### config.mk
export PLATFORM = sky130hd
export DESIGN_NAME = notification_slot_table_core
export DESIGN_NICKNAME = d
export VERILOG_FILES = /design/src/rtl/ntab_pkg.sv /design/src/rtl/ntab_ram.sv /design/src/rtl/ntab_ctrl.sv /design/src/rtl/ntab_dp.sv /design/src/rtl/notification_slot_table_core.sv
export SDC_FILE = /design/constraint.sdc
export NUM_CORES = 1
export LEC_CHECK = 0
export ABC_AREA = 1
export BUFFER_PORTS_ARGS = -buffer_cell sky130_fd_sc_hd__buf_2
export CORE_MARGIN = 1.5
export CORE_UTILIZATION = 50
export DETAILED_ROUTE_END_ITERATION = 12
export PLACE_DENSITY = 0.76
export SLEW_MARGIN = 40
export SYNTH_ARGS = -nofsm -noshare
export SYNTH_HDL_FRONTEND = slang
export SYNTH_SLANG_ARGS = --single-unit
### constraint.sdc
create_clock -name clk -period 5.6 [get_ports clk]
set_input_delay 0.84 -clock clk [delete_from_list [all_inputs] [get_ports clk]]
set_output_delay 0.84 -clock clk [all_outputs]
set_load 0.02 [all_outputs]
### src/rtl/ntab_pkg.sv
// shared types and constants for the notification slot table
package ntab_pkg;

  localparam int REC_W  = 64;
  localparam int SLOT_W = 4;

  localparam logic [1:0] MODE_EVENT = 2'd0;
  localparam logic [1:0] MODE_POP   = 2'd1;
  localparam logic [1:0] MODE_CLEAR = 2'd2;

  localparam logic [15:0] VALID_LEN = 16'd8;

  localparam logic [2:0] ST_STORED  = 3'd0;
  localparam logic [2:0] ST_FULL    = 3'd1;
  localparam logic [2:0] ST_REMOVED = 3'd2;
  localparam logic [2:0] ST_BADLEN  = 3'd3;
  localparam logic [2:0] ST_POPPED  = 3'd4;
  localparam logic [2:0] ST_EMPTY   = 3'd5;
  localparam logic [2:0] ST_CLEARED = 3'd6;

  localparam logic [1:0] CFG_ADDR_REMOVED = 2'd0;
  localparam logic [7:0] REMOVED_RESET    = 8'd2;

  typedef enum logic [3:0] {
    OP_NONE,
    OP_LOAD,
    OP_INIT_UP,
    OP_INIT_DOWN,
    OP_EV_STEP,
    OP_POP_STEP,
    OP_FIN_BADLEN,
    OP_FIN_REMOVED,
    OP_FIN_CLEAR,
    OP_FIN_EMPTY,
    OP_FIN_POP,
    OP_FIN_STORE
  } dp_op_t;

  typedef struct packed {
    logic [1:0] mode;
    logic       len_ok;
    logic       removed;
    logic       ev_last;
    logic       pop_hit;
    logic       pop_last;
  } dp_stat_t;

endpackage

### src/rtl/ntab_ram.sv
// generic single write port ram with registered read
module ntab_ram #(
  parameter int WIDTH = 64,
  parameter int DEPTH = 16
) (
  input  logic                                     clk,
  input  logic                                     we,
  input  logic [((DEPTH > 1) ? $clog2(DEPTH) : 1)-1:0] waddr,
  input  logic [WIDTH-1:0]                         wdata,
  input  logic [((DEPTH > 1) ? $clog2(DEPTH) : 1)-1:0] raddr,
  output logic [WIDTH-1:0]                         rdata
);

  logic [WIDTH-1:0] mem_r [DEPTH];

  always_ff @(posedge clk) begin
    if (we) begin
      mem_r[waddr] <= wdata;
    end
    rdata <= mem_r[raddr];
  end

endmodule

### src/rtl/ntab_ctrl.sv
// controller state machine for the notification slot table
module ntab_ctrl (
  input  logic              clk,
  input  logic              rst_n,
  input  logic              start,
  input  ntab_pkg::dp_stat_t stat,
  output ntab_pkg::dp_op_t  op,
  output logic              busy
);
  import ntab_pkg::*;

  typedef enum logic [2:0] {
    S_IDLE,
    S_DECODE,
    S_EV_SCAN,
    S_EV_WRITE,
    S_POP_SCAN,
    S_POP_OUT
  } state_t;

  state_t state_r, state_nxt;
  logic   busy_r;

  always_comb begin
    state_nxt = state_r;
    op        = OP_NONE;
    unique case (state_r)
      S_IDLE: begin
        if (start) begin
          op        = OP_LOAD;
          state_nxt = S_DECODE;
        end
      end
      S_DECODE: begin
        if (stat.mode == MODE_EVENT) begin
          if (!stat.len_ok) begin
            op        = OP_FIN_BADLEN;
            state_nxt = S_IDLE;
          end else if (stat.removed) begin
            op        = OP_FIN_REMOVED;
            state_nxt = S_IDLE;
          end else begin
            op        = OP_INIT_UP;
            state_nxt = S_EV_SCAN;
          end
        end else if (stat.mode == MODE_POP) begin
          op        = OP_INIT_DOWN;
          state_nxt = S_POP_SCAN;
        end else begin
          op        = OP_FIN_CLEAR;
          state_nxt = S_IDLE;
        end
      end
      S_EV_SCAN: begin
        op = OP_EV_STEP;
        if (stat.ev_last) begin
          state_nxt = S_EV_WRITE;
        end
      end
      S_EV_WRITE: begin
        op        = OP_FIN_STORE;
        state_nxt = S_IDLE;
      end
      S_POP_SCAN: begin
        if (stat.pop_hit) begin
          state_nxt = S_POP_OUT;
        end else if (stat.pop_last) begin
          op        = OP_FIN_EMPTY;
          state_nxt = S_IDLE;
        end else begin
          op = OP_POP_STEP;
        end
      end
      S_POP_OUT: begin
        op        = OP_FIN_POP;
        state_nxt = S_IDLE;
      end
      default: begin
        state_nxt = S_IDLE;
      end
    endcase
  end

  always_ff @(posedge clk) begin
    if (!rst_n) begin
      state_r <= S_IDLE;
      busy_r  <= 1'b0;
    end else begin
      state_r <= state_nxt;
      busy_r  <= (state_nxt != S_IDLE);
    end
  end

  assign busy = busy_r;

  a_busy_tracks_state: assert property (@(posedge clk) disable iff (!rst_n)
    busy_r == (state_r != S_IDLE))
    else $error("busy out of step with state");

  a_accept_decodes: assert property (@(posedge clk) disable iff (!rst_n)
    (start && !busy_r) |=> (state_r == S_DECODE))
    else $error("accepted word not decoded");

  a_pop_out_after_scan: assert property (@(posedge clk) disable iff (!rst_n)
    (state_r == S_POP_SCAN && stat.pop_hit) |=> (state_r == S_POP_OUT))
    else $error("pop hit not followed by output");

endmodule

### src/rtl/ntab_dp.sv
// datapath: item registers, valid bits, record memory, scan and result registers
module ntab_dp #(
  parameter int LIST_ENTRIES = 16
) (
  input  logic               clk,
  input  logic               rst_n,
  input  ntab_pkg::dp_op_t   op,
  input  logic [1:0]         in_mode,
  input  logic [15:0]        in_value_length,
  input  logic [7:0]         in_event_code,
  input  logic [7:0]         in_event_flag_bits,
  input  logic [7:0]         in_category_code,
  input  logic [7:0]         in_category_total,
  input  logic [31:0]        in_note_uid,
  input  logic [7:0]         removed_code,
  output ntab_pkg::dp_stat_t stat,
  output logic               out_valid,
  output logic [2:0]         out_status,
  output logic [3:0]         out_slot,
  output logic [7:0]         out_event,
  output logic [7:0]         out_flags,
  output logic [7:0]         out_category,
  output logic [7:0]         out_count,
  output logic [31:0]        out_uid
);
  import ntab_pkg::*;

  localparam int IW = (LIST_ENTRIES > 1) ? $clog2(LIST_ENTRIES) : 1;
  localparam logic [IW-1:0] LAST = IW'(LIST_ENTRIES - 1);

  typedef struct packed {
    logic [2:0]  status;
    logic [3:0]  slot;
    logic [7:0]  ev;
    logic [7:0]  fl;
    logic [7:0]  cat;
    logic [7:0]  cnt;
    logic [31:0] uid;
  } res_t;

  logic [1:0]  mode_r;
  logic [15:0] len_r;
  logic [7:0]  ev_r, fl_r, cat_r, cnt_r;
  logic [31:0] uid_r;

  logic [LIST_ENTRIES-1:0] valid_r;
  logic [IW-1:0]           idx_r, chk_idx_r, match_idx_r, free_idx_r;
  logic                    chk_vld_r, iss_done_r, match_found_r, free_found_r;
  logic                    out_valid_r;
  res_t                    res_r, res_nxt;

  logic [REC_W-1:0] rd_rec, wr_rec;
  logic [IW-1:0]    wr_idx;
  logic             ram_we, chk_hit, chk_free, is_fin, have_slot;

  assign wr_idx    = match_found_r ? match_idx_r : free_idx_r;
  assign have_slot = match_found_r || free_found_r;
  assign ram_we    = (op == OP_FIN_STORE) && have_slot;
  assign wr_rec    = {uid_r, cnt_r, cat_r, fl_r, ev_r};

  ntab_ram #(
    .WIDTH (REC_W),
    .DEPTH (LIST_ENTRIES)
  ) u_rec_ram (
    .clk   (clk),
    .we    (ram_we),
    .waddr (wr_idx),
    .wdata (wr_rec),
    .raddr (idx_r),
    .rdata (rd_rec)
  );

  assign chk_hit  = chk_vld_r && valid_r[chk_idx_r] && (rd_rec[63:32] == uid_r);
  assign chk_free = chk_vld_r && !valid_r[chk_idx_r];

  assign stat.mode     = mode_r;
  assign stat.len_ok   = (len_r == VALID_LEN);
  assign stat.removed  = (ev_r == removed_code);
  assign stat.ev_last  = chk_vld_r && (chk_hit || chk_idx_r == LAST);
  assign stat.pop_hit  = valid_r[idx_r];
  assign stat.pop_last = (idx_r == '0);

  assign is_fin = (op == OP_FIN_BADLEN) || (op == OP_FIN_REMOVED) ||
                  (op == OP_FIN_CLEAR) || (op == OP_FIN_EMPTY) ||
                  (op == OP_FIN_POP) || (op == OP_FIN_STORE);

  always_comb begin
    res_nxt = '0;
    unique case (op)
      OP_FIN_BADLEN: res_nxt.status = ST_BADLEN;
      OP_FIN_REMOVED: begin
        res_nxt.status = ST_REMOVED;
        res_nxt.ev     = ev_r;
        res_nxt.fl     = fl_r;
        res_nxt.cat    = cat_r;
        res_nxt.cnt    = cnt_r;
        res_nxt.uid    = uid_r;
      end
      OP_FIN_CLEAR: res_nxt.status = ST_CLEARED;
      OP_FIN_EMPTY: res_nxt.status = ST_EMPTY;
      OP_FIN_POP: begin
        res_nxt.status = ST_POPPED;
        res_nxt.slot   = SLOT_W'(idx_r);
        res_nxt.ev     = rd_rec[7:0];
        res_nxt.fl     = rd_rec[15:8];
        res_nxt.cat    = rd_rec[23:16];
        res_nxt.cnt    = rd_rec[31:24];
        res_nxt.uid    = rd_rec[63:32];
      end
      OP_FIN_STORE: begin
        if (have_slot) begin
          res_nxt.status = ST_STORED;
          res_nxt.slot   = SLOT_W'(wr_idx);
        end else begin
          res_nxt.status = ST_FULL;
        end
      end
      default: begin
      end
    endcase
  end

  // control flags
  always_ff @(posedge clk) begin
    if (!rst_n) begin
      valid_r       <= '0;
      chk_vld_r     <= 1'b0;
      iss_done_r    <= 1'b0;
      match_found_r <= 1'b0;
      free_found_r  <= 1'b0;
      out_valid_r   <= 1'b0;
    end else begin
      out_valid_r <= is_fin;
      chk_vld_r   <= (op == OP_EV_STEP) && !iss_done_r;
      unique case (op)
        OP_INIT_UP: begin
          iss_done_r    <= 1'b0;
          match_found_r <= 1'b0;
          free_found_r  <= 1'b0;
        end
        OP_EV_STEP: begin
          if (idx_r == LAST) begin
            iss_done_r <= 1'b1;
          end
          if (chk_hit) begin
            match_found_r <= 1'b1;
          end
          if (chk_free) begin
            free_found_r <= 1'b1;
          end
        end
        OP_FIN_STORE: begin
          if (have_slot) begin
            valid_r[wr_idx] <= 1'b1;
          end
        end
        OP_FIN_POP:   valid_r[idx_r] <= 1'b0;
        OP_FIN_CLEAR: valid_r <= '0;
        default: begin
        end
      endcase
    end
  end

  // payload
  always_ff @(posedge clk) begin
    if (is_fin) begin
      res_r <= res_nxt;
    end
    unique case (op)
      OP_LOAD: begin
        mode_r <= in_mode;
        len_r  <= in_value_length;
        ev_r   <= in_event_code;
        fl_r   <= in_event_flag_bits;
        cat_r  <= in_category_code;
        cnt_r  <= in_category_total;
        uid_r  <= in_note_uid;
      end
      OP_INIT_UP:   idx_r <= '0;
      OP_INIT_DOWN: idx_r <= LAST;
      OP_EV_STEP: begin
        chk_idx_r <= idx_r;
        if (!iss_done_r && idx_r != LAST) begin
          idx_r <= idx_r + 1'b1;
        end
        if (chk_hit) begin
          match_idx_r <= chk_idx_r;
        end
        if (chk_free && !free_found_r) begin
          free_idx_r <= chk_idx_r;
        end
      end
      OP_POP_STEP: idx_r <= idx_r - 1'b1;
      default: begin
      end
    endcase
  end

  assign out_valid    = out_valid_r;
  assign out_status   = res_r.status;
  assign out_slot     = res_r.slot;
  assign out_event    = res_r.ev;
  assign out_flags    = res_r.fl;
  assign out_category = res_r.cat;
  assign out_count    = res_r.cnt;
  assign out_uid      = res_r.uid;

  a_single_strobe: assert property (@(posedge clk) disable iff (!rst_n)
    out_valid_r |=> !out_valid_r)
    else $error("result strobe longer than one cycle");

  a_pop_reads_valid: assert property (@(posedge clk) disable iff (!rst_n)
    (op == OP_FIN_POP) |-> valid_r[idx_r])
    else $error("pop of an empty slot");

  a_match_is_valid: assert property (@(posedge clk) disable iff (!rst_n)
    (op == OP_FIN_STORE && match_found_r) |-> valid_r[match_idx_r])
    else $error("uid match on an empty slot");

endmodule

### src/rtl/notification_slot_table_core.sv
// top level of the notification slot table: config register, controller and datapath
//
// one word is taken at a clock edge with start high and busy low; busy then
// stays high until the word's single result is produced. the result appears
// on the out_ ports for exactly one cycle, marked by out_valid; the receiver
// cannot stall it, and a new word may be started in the result cycle.
// after the accepting edge the word is decoded; then:
//   bad length, removal forwarding, clear: the result follows the decode
//   event store: scans up to all LIST_ENTRIES slots, ending early on a uid match
//   pop: scans down from the top slot, ending early at the first valid slot
// the scans run through the record memory, whose one read port scans one slot
// per cycle. only one word is in flight at a time.
// reset (rst_n low, synchronous) clears all valid bits and sets the removal
// event code to 2; record contents are not cleared and need no sweep.
// the removal event code sits at apb byte address 0; the user must write it only
// while busy is low, as the block itself does not enforce this.
module notification_slot_table_core #(
  parameter int LIST_ENTRIES = 16
) (
  input  logic        clk,
  input  logic        rst_n,
  input  logic        start,
  output logic        busy,
  input  logic [1:0]  in_mode,
  input  logic [15:0] in_value_length,
  input  logic [7:0]  in_event_code,
  input  logic [7:0]  in_event_flag_bits,
  input  logic [7:0]  in_category_code,
  input  logic [7:0]  in_category_total,
  input  logic [31:0] in_note_uid,
  output logic        out_valid,
  output logic [2:0]  out_status,
  output logic [3:0]  out_slot,
  output logic [7:0]  out_event,
  output logic [7:0]  out_flags,
  output logic [7:0]  out_category,
  output logic [7:0]  out_count,
  output logic [31:0] out_uid,
  input  logic        psel,
  input  logic        penable,
  input  logic        pwrite,
  input  logic [1:0]  paddr,
  input  logic [31:0] pwdata,
  output logic [31:0] prdata,
  output logic        pready
);
  import ntab_pkg::*;

  logic [7:0] removed_code_r;
  dp_op_t     op;
  dp_stat_t   stat;

  always_ff @(posedge clk) begin
    if (!rst_n) begin
      removed_code_r <= REMOVED_RESET;
    end else if (psel && penable && pwrite && paddr == CFG_ADDR_REMOVED) begin
      removed_code_r <= pwdata[7:0];
    end
  end

  assign pready = 1'b1;
  assign prdata = (paddr == CFG_ADDR_REMOVED) ? {24'd0, removed_code_r} : 32'd0;

  ntab_ctrl u_ctrl (
    .clk   (clk),
    .rst_n (rst_n),
    .start (start),
    .stat  (stat),
    .op    (op),
    .busy  (busy)
  );

  ntab_dp #(
    .LIST_ENTRIES (LIST_ENTRIES)
  ) u_dp (
    .clk                (clk),
    .rst_n              (rst_n),
    .op                 (op),
    .in_mode            (in_mode),
    .in_value_length    (in_value_length),
    .in_event_code      (in_event_code),
    .in_event_flag_bits (in_event_flag_bits),
    .in_category_code   (in_category_code),
    .in_category_total  (in_category_total),
    .in_note_uid        (in_note_uid),
    .removed_code       (removed_code_r),
    .stat               (stat),
    .out_valid          (out_valid),
    .out_status         (out_status),
    .out_slot           (out_slot),
    .out_event          (out_event),
    .out_flags          (out_flags),
    .out_category       (out_category),
    .out_count          (out_count),
    .out_uid            (out_uid)
  );

endmodule
* After elaboration in Yosys (flattened, before gate mapping)
Memories as Yosys holds them, arrays and structs flattened. A register that Yosys moved wholly into a read port is not among the register bits.
Index checks and enable logic that the tools add are counted.
** Word-level totals
- Flip-flop bits (word level) :: 202
- RAM bits :: 1024
- Input port bits :: 122
- Output and inout bits :: 106
- Word-level logic and storage cells :: 148
- Memories :: 1
** Operators by class
- $add $sub $neg :: 2
- Magnitude comparators :: 5
- Equal/unequal tests :: 28
- Multiplexer cells :: 44
- Bitwise operators :: 3
- Reduce and logical (&&, ||, !) cells :: 38
** Memories
- u_dp.u_rec_ram.mem_r :: words 16, bits a word 64, rd ports 1, clocked after Yosys merged registers in 1, write ports 1, line ntab_ram.sv:14 : logic [WIDTH-1:0] mem_r [DEPTH];
** Operators by type and width (number)
- case mux 64 bit (2 select lines) :: 1
- case mux 16 bit (3 select lines) :: 1
- equality test 32 bit :: 1
- 2-to-1 mux 4 bit :: 8
- equality test 4 bit, second input constant :: 6
- 2-to-1 mux 3 bit :: 8
- case mux 4 bit (6 select lines) :: 1
- case mux 3 bit (6 select lines) :: 1
- bitwise AND 16 bit :: 1
- equality test 16 x 4 -> 1 bit, second input constant :: 1
- equality test 4 x 3 -> 1 bit, second input constant :: 4
- 2-to-1 mux 16 bit :: 1
- NOT 16 bit :: 1
- bitwise OR 16 bit :: 1
- case mux 4 bit (4 select lines) :: 1
- < comparator 4 x 5 -> 1 bit, second input constant :: 3
- AND reduction 2 bit :: 7
- logical AND 1 bit :: 13
- case mux 3 bit (4 select lines) :: 1
- 2-to-1 mux 1 bit :: 11
- binary-select mux 1 bit (select 4 bit) :: 2
- demux 1 bit (select 4 bit) :: 2
- equality test 4 x 2 -> 1 bit, second input constant :: 2
- equality test 8 bit :: 1
- 23 further kinds :: 41

* Logic depth before layout (Yosys ltp)
Gate-level depths: netlist (run 1).
- Depth after elaboration :: 11
- Mapped depth :: 16
- Mapped depth without buffers :: 16

* By module
From an unflattened synthesis (run 1), not the netlist that was laid out.
** Unflattened totals
- Cells, all modules :: 5091
- Area total of the unflattened synthesis :: 54402.2 um2
** Modules (own cells, without submodules)
- ntab_ram :: times used 1, cells each 4210, area an instance 45158.3 um2, seq. area each 32030.7 um2
- ntab_dp :: times used 1, cells each 729, area an instance 8291.7 um2, seq. area each 5495.3 um2
- notification_slot_table_core :: times used 1, cells each 99, area an instance 655.6 um2, seq. area each 160.2 um2
- ntab_ctrl :: times used 1, cells each 53, area an instance 296.5 um2, seq. area each 80.1 um2

* Worst setup path after synthesis (run 1)
No wires, ideal clock.
- Path type :: register to register
- Start point :: register u_dp.match_found_r
- End point :: memory u_dp.u_rec_ram.mem_r[0][0], enable pin
- Library setup time :: 0.486 ns
- Arrival time :: 3.919 ns
- Required time :: 5.114 ns
- Slack :: 1.195 ns
- Stages on the path, launching flop included :: 8
- Path buffers :: 0
- Period minus slack after synthesis :: 4.405 ns
- Cell sequence :: dfxtp_1 inv_2 or2_1 o21ai_0 inv_1 nor2_2 nand2_1 nor2_1
** On the way
- Cells in the longest elaborated chain, start to end :: 4
- Elaborated cells between the ends (all ways) :: 5
- Classes of those cells :: mux (3); reduce/logical (2)
** RTL lines
- start, declared :: line ntab_dp.sv:48 : logic chk_vld_r, iss_done_r, match_found_r, free_found_r;
- start signal, assigned :: line ntab_dp.sv:129 : match_found_r <= 1'b0;
- start signal, assigned :: line ntab_dp.sv:138 : match_found_r <= 1'b0;
- start signal, assigned :: line ntab_dp.sv:146 : match_found_r <= 1'b1;
- logical OR 1 bit :: line ntab_dp.sv:57 : assign have_slot = match_found_r || free_found_r;
- logical AND 1 bit :: line ntab_dp.sv:58 : assign ram_we = (op == OP_FIN_STORE) && have_slot;
- 2-to-1 mux 1 bit :: line ntab_ram.sv:17 : if (we) begin
- 2-to-1 mux 1 bit (implied by the code) :: line ntab_ram.sv:18 : mem_r[waddr] <= wdata;
- end, declared :: line ntab_ram.sv:14
Parallel ways exist; a longest one is shown, timed or not.

==> run_results.csv, run 1 <==
group,metric,value,unit
timing,fin_ws,2.02,ns
pwr,p_per_area,366,nW/um^2
worst_setup_path,r2r_setup_slack,2.02,ns
timing,slew_headroom,41.1,%
place,port_buffers,178,
worst_setup_path,cp.required,6.10,ns
pwr,p_switching,4.25,mW
worst_setup_path,reg2reg_depth,12,
worst_setup_path,r2r_start,"u_dp.idx_r[0]$_DFFE_PP_",
job,cap_violations,0,
timing,fin_crit_sh,63.9,%
synthesis,synth_cell_types,43,
layout,final_cell_mix,"edfxtp_1 (1193), a22oi_1 (512), nand2_1 (269), buf_2 (178), a21boi_0 (129)",
routing,drcViolationCount,0,
hold_path,hold_class,"input port to register",
pwr,p_seq_share,54.1,%
pwr,power.internal,15.8,mW
routing,wl_per_cell,26.1,microns
pwr,p_comb_share,3.9,%
layout,layout_commonest_cell,"edfxtp_1",
cts,post_cts_buffers,0,
synthesis,ys_seq_elements,1290,
timing,rsz0062_at_grt,"no",
cts,root_buffer,"clkbuf_16",
worst_setup_path,crit_path_start_kind,"register",
hold_path,holdPathEnd,"u_dp.ev_r[1]$_DFFE_PN_",
floorplanning,die_area,98200,sq um
worst_setup_path,crit_fanout,26,
timing,clock_skew,0.0409,ns
floorplanning,initial_utilization,50.5,%
cts,cts_tree,"yes",
synthesis,yosys_warnings,0,
global_route,grt_pass1_vias,27200,
global_route,grt_max_degree,145,
worst_setup_path,end_kind,"register",
synthesis,synth_flop_cell,"edfxtp_1",
floorplanning,io_pins,228,
routing,dr.pass1.iters,6,
place,dpl.hpwl,60.3,mm
timing,min_period,3.58,ns
timing,max_freq,0.280,GHz
routing,ant_nets,0,
cts,ctsHoldBuffers,0,
layout,drive_gt1_share,14.2,%
pwr,p_sw_share,21.2,%
cts,ctsLongestPathBuffers,3,
floorplanning,core-area,95300,sq um
synthesis,ys_async_sr_fraction,0,%
pwr,irDropWorstVdd,313,uV
layout,antennaDiodeCount,0,
layout,areaGrowthSynthToFinish,13.8,%
timing,hold_viol,0,
cts,clk_latency,0.71,ns
worst_setup_path,timing.rr.end,"u_dp.out_uid[21]$_DFFE_PP_",
routing,vias,28300,
routing,via_per_inst,6.24,
pwr,p_leak,18.4,nW
timing,tightest_slew,0.884,ns
synthesis,synth_edf_count,1193,
global_route,use_met2,38.3,%
global_route,grt_pass1_wl,174,mm
timing,drv_slew,0,
cts,clock-sinks,1290,
timing,final.setup.tns,0,ns
global_route,met3_usage,4.06,%
synthesis,seq_area_frac_synth,78.4,%
place,gp_congestion,0.896,
synthesis,netlist_area,48200,sq um
cts,clk_pin_slew,0.07,ns
status,run_status,"complete, no violations",
global_route,met1_usage,33.1,%
pwr,p_clk_share,42.0,%
floorplanning,die_w,313,microns
global_route,gr-total-overflow,0,
hold_path,worstHoldStart,"in_event_code[1]",
floorplanning,num_rows,113,
synthesis,avgSynthCellArea,16.1,sq um
global_route,grtUsageTotal,23.7,%
routing,drt_iter0_drc,4219,
layout,fillers,6996,
cts,numCtsBuffers,119,
global_route,busiest_layer,"met2",
timing,setup_violations,0,
routing,wirelength,119,mm
floorplanning,fp.dieH,313,microns
synthesis,synthCells,2992,
layout,fin_nets,3296,
place,dp_slack,2.12,ns
worst_setup_path,crit_type,"register to register",
hold_path,hold_path_depth,1,
worst_setup_path,crit_start,"u_dp.idx_r[0]$_DFFE_PP_",
cts,cts_resized,0,
worst_setup_path,arrival,4.07,ns
cts,htree_levels,3,
global_route,antenna_found_initial,2,
[routing by layer]
layer	wire (microns)	share of wire, %	vias to the layer above
met1	46600	39	14200
li1	-	-	12200
met2	57200	48	1769
met3	11600	9.7	227
met5	13	0.011	-
met4	3290	2.8	2
[layout make-up]
class                      count  area (sq um)  area share [%]
multi-input combinational   1404          9210            16.8
tap                         1265          1580            2.89
sequential                  1290         37800            68.9
timing repair buffer         233          1650            3.01
inverter                     123           472           0.860
clock inverter                68           868            1.58
clock buffer                 160          3270            5.97
[registers in the layout (all words and copies together), names as in the netlist, 16 cells and up]
name	count
u_dp.u_rec_ram.mem_r	1024
u_dp.u_rec_ram.rdata	64
u_dp.out_uid	32
u_dp.uid_r	32
u_dp.len_r	16
u_dp.valid_r	16
[synthesized netlist by cell type (all sizes together), types with 36 or more instances]
| library cell | instances | share of area [%] |
|---|---|---|
| edfxtp | 1193 | 74 |
| a22oi | 512 | 8.0 |
| nor2 | 87 | 0.75 |
| nand2 | 273 | 2.1 |
| a32o | 36 | 0.75 |
| clkbuf | 85 | 0.66 |
| dfxtp | 97 | 4.0 |
| a21oi | 114 | 1.2 |
| a21boi | 129 | 2.0 |
| inv | 123 | 0.96 |
| a2111o | 64 | 1.5 |
| buf | 113 | 1.4 |
[worst max-delay path: stages, from the launching register on]
cell and delay [ns]:
edfxtp_1 0.83, inv_2 0.25, nand2_1 0.11, nand2_1 0.05
nand2_1 0.07, nand2_1 0.07, nand2_1 0.05, nand2_1 0.06
nor2_2 0.21, nand2_1 0.11, nand2_2 0.54, nand2_2 0.61
o22ai_1 0.36
[logic make-up after synthesis]
logic type | after synthesis | synth area share [%]
other | 2 | 0.0156
XOR/XNOR | 14 | 0.255
flip-flops | 1290 | 78.4
AND/OR/NAND/NOR | 422 | 3.62
adder cells (fa/ha/maj) | 3 | 0.0935
buffers and inverters | 321 | 3.05
AO/OA/AOI/OAI | 940 | 14.6
[per-stage QoR]
step           instances  util [%]  power (mW)  hold slack, ns  area, sq um
6_report            4543      57.5        20.1           0.308        54800
5_1_grt             4543      57.5        20.6           0.272        54800
4_1_cts             4542      57.5        20.1           0.265        54800
3_5_place_dp        4314      53.2        11.8           0.455        50700
3_3_place_gp        4307      53.0        11.8           0.447        50500
2_1_floorplan       3015         -        11.5           0.426        48300
[power groups by stage]
| stage | clock (mW) | combinational, mW | sequential [mW] |
|---|---|---|---|
| 4_1_cts | 8.51 | 0.776 | 10.9 |
| 3_5_place_dp | 0 | 0.769 | 11.1 |
| 2_1_floorplan | 0 | 0.487 | 11.0 |
| 5_1_grt | 8.89 | 0.843 | 10.9 |
| 6_report | 8.44 | 0.782 | 10.9 |
| 3_3_place_gp | 0 | 0.753 | 11.0 |
[worst max path at each step]
stage / to / slack [ns] / cells past startpoint
after floorplan: u_dp.u_rec_ram.mem_r[0][0]$_DFFE_PP_ / 1.19 / 7
after global placement: u_dp.out_count[5]$_DFFE_PP_ / 2.11 / 11
after detailed placement: u_dp.out_event[6]$_DFFE_PP_ / 2.12 / 12
after CTS: u_dp.out_uid[21]$_DFFE_PP_ / 2.09 / 12
after global routing: u_dp.out_event[7]$_DFFE_PP_ / 1.77 / 12
final: u_dp.out_uid[21]$_DFFE_PP_ / 2.02 / 12
Note: power is estimated with default switching activity, not from simulation.
==> inputs of run 2 (changes only) <==
- ABC_AREA: 1 -> 0
- clock period: 5.6 -> 3.3 ns (I/O delays scaled with it)
==> run 2 against run 1 <==
Net effect:
- design area rose by 3.4%
- clock skew down 0.0042 ns
- largest power group unchanged
- clock power rose by 75%
- power grew 69%
- via count down 17%
- critical path depth decreased by 3
==> run_results.csv, run 2 <==
group,metric,value,unit
worst_setup_path,crit_type,"register to register",
timing,hold_viol,0,
worst_setup_path,end_kind,"register",
cts,post_cts_buffers,0,
global_route,grt_pass1_vias,24400,
place,dpl.hpwl,55.9,mm
floorplanning,die_w,314,microns
cts,ctsHoldBuffers,84,
hold_path,hold_class,"input port to register",
timing,drv_slew,0,
timing,final.setup.tns,0,ns
timing,rsz0062_at_grt,"no",
layout,fillers,6433,
layout,antennaDiodeCount,0,
pwr,p_total,33.9,mW
worst_setup_path,timing.rr.end,"u_dp.idx_r[3]$_DFFE_PP_",
place,placed_area,51500,sq um
layout,drive_gt1_share,31.7,%
layout,final_cell_mix,"edfxtp_1 (1193), mux4_2 (327), buf_2 (179), clkbuf_16 (132), dfxtp_1 (96)",
global_route,antenna_found_initial,1,
synthesis,synthCells,2106,
status,run_status,"complete, no violations",
global_route,gr-total-overflow,0,
synthesis,seq_area_frac_synth,78.1,%
timing,fin_crit_sh,91.6,%
synthesis,synth_flop_cell,"edfxtp_1",
routing,drcViolationCount,0,
routing,vias,23400,
timing,slew_headroom,46.7,%
synthesis,avgSynthCellArea,22.9,sq um
floorplanning,io_pins,228,
floorplanning,fp.dieH,314,microns
pwr,irDropWorstVdd,451,uV
worst_setup_path,reg2reg_depth,9,
worst_setup_path,crit_path_start_kind,"register",
cts,root_buffer,"clkbuf_16",
layout,fin_area,56700,sq um
floorplanning,die_area,98500,sq um
place,port_buffers,178,
global_route,grtUsageTotal,22.8,%
synthesis,ys_seq_elements,1290,
global_route,grt_pass1_wl,162,mm
cts,clock-sinks,1290,
pwr,p_leak,18.6,nW
worst_setup_path,crit_start,"u_dp.idx_r[1]$_DFFE_PP_",
cts,cts_tree,"yes",
synthesis,netlist_area,48300,sq um
timing,tightest_slew,0.800,ns
routing,drt_iter0_drc,2571,
synthesis,yosys_warnings,0,
timing,max_freq,0.331,GHz
worst_setup_path,r2r_start,"u_dp.idx_r[1]$_DFFE_PP_",
layout,top_regs,"u_dp.u_rec_ram.mem_r: 1024 flops, u_dp.u_rec_ram.rdata: 64 flops",
synthesis,synth_edf_count,1193,
worst_setup_path,crit_path_end,"u_dp.idx_r[3]$_DFFE_PP_",
worst_setup_path,r2r_setup_slack,0.28,ns
worst_setup_path,cp.required,3.76,ns
cts,clk_latency,0.75,ns
timing,timing.hold.ws,0.0386,ns
pwr,p_per_area,597,nW/um^2
synthesis,synth_common_cells,"edfxtp_1 (1193), mux4_2 (327), dfxtp_1 (97)",
cts,clk_pin_slew,0.06,ns
synthesis,synth_most_common_cell,"edfxtp_1",
routing,wirelength,111,mm
synthesis,ys_async_sr_fraction,0,%
layout,final_cells,3859,
synthesis,synth_area_leader_cell,"edfxtp_1",
worst_setup_path,arrival,3.48,ns
routing,wl_per_cell,28.8,microns
routing,via_per_inst,6.07,
routing,dr.pass1.iters,5,
layout,fin_nets,2611,
synthesis,synth_top_area_share,74.1,%
synthesis,synth_area_leaders,"edfxtp_1 (74%), mux4_2 (15%), dfxtp_1 (4.0%)",
job,cap_violations,0,
layout,areaGrowthSynthToFinish,17.3,%
synthesis,synth_cell_types,64,
routing,ant_nets,0,
cts,htree_levels,4,
global_route,grt_max_degree,95,
layout,layout_commonest_cell,"edfxtp_1",
place,dp.cells,3533,
timing,setup_violations,0,
place,gp_congestion,0.818,
floorplanning,core-area,95400,sq um
cts,cts_resized,0,
timing,clock_skew,0.0367,ns
floorplanning,initial_utilization,50.6,%
cts,ctsLongestPathBuffers,3,
worst_setup_path,crit_fanout,13,
floorplanning,num_rows,113,
cts,numCtsBuffers,131,
layout,largest_reg_flops,1024,
hold_path,hold_path_depth,3,
layout,regMostFlops,"u_dp.u_rec_ram.mem_r",
timing,min_period,3.02,ns
run 2: power by group:
group          internal [mW]  total [mW]  leakage, nW  switching (mW)
clock                   8.46        14.8         2.10            6.30
sequential              18.0        18.3         11.7           0.242
combinational          0.402       0.851         4.79           0.449
total                   26.9        33.9         18.6            6.99
run 2: cell type report:
class | instances | area [sq um] | area share, %
tap | 1265 | 1580 | 2.79
multi-input combinational | 706 | 10100 | 17.8
timing repair buffer | 349 | 2900 | 5.11
clock buffer | 169 | 3530 | 6.23
inverter | 8 | 30.0 | 0.0530
sequential | 1290 | 37800 | 66.6
clock inverter | 72 | 796 | 1.40
run 2: cells by family (layout without fill, tap and decap cells):
family	Yosys count	after routing	synth area share, %
adders and majority gates	3	3	0.0932
buffers and inverters	133	598	1.46
and+or+nand+nor	148	148	1.63
other	2	25	0.0155
DFF	1290	1290	78.1
muxes	345	345	15.6
xor gates and xnor gates	42	42	0.761
AOI/OAI and AO/OA	143	143	2.29
run 2: metrics by stage:
stage	setup slack, ns	utilization [%]
floorplan	-0.532	-
global placement	0.199	53.9
detailed placement	0.0983	54.0
CTS	0.113	59.4
global route	0.159	59.4
finish	0.277	59.4
run 2: critical path: stages (launching register included):
cell and delay, ns:
edfxtp_1 0.75, mux2i_1 0.17, mux4_2 0.56, a22oi_2 0.23, nor2_1 0.08, buf_4 0.16
ha_1 0.29, a21oi_1 0.17, xor2_1 0.21, o211ai_1 0.12
run 2: how the worst min path moves through the flow:
| stage | from | endpoint | slack, ns |
|---|---|---|---|
| 2_1_floorplan | u_dp.idx_r[2]$_DFFE_PP_ | u_dp.chk_idx_r[2]$_DFFE_PP_ | 0.45 |
| 3_3_place_gp | u_dp.valid_r[8]$_SDFFE_PN0P_ | u_dp.valid_r[8]$_SDFFE_PN0P_ | 0.49 |
| 3_5_place_dp | u_dp.valid_r[8]$_SDFFE_PN0P_ | u_dp.valid_r[8]$_SDFFE_PN0P_ | 0.51 |
| 4_1_cts | pwdata[5] | removed_code_r[5]$_SDFFE_PN0P_ | 0.002 |
| 5_1_grt | pwdata[7] | removed_code_r[7]$_SDFFE_PN0P_ | 0.04 |
| 6_report | pwdata[5] | removed_code_r[5]$_SDFFE_PN0P_ | 0.04 |
run 2: routing by layer:
metal | GRT usage, % | wire length, microns
met2 | 38.1 | 56700
met1 | 30.6 | 42800
met5 | 0 | 0
met4 | 7.36 | 2820
met3 | 4.39 | 8820
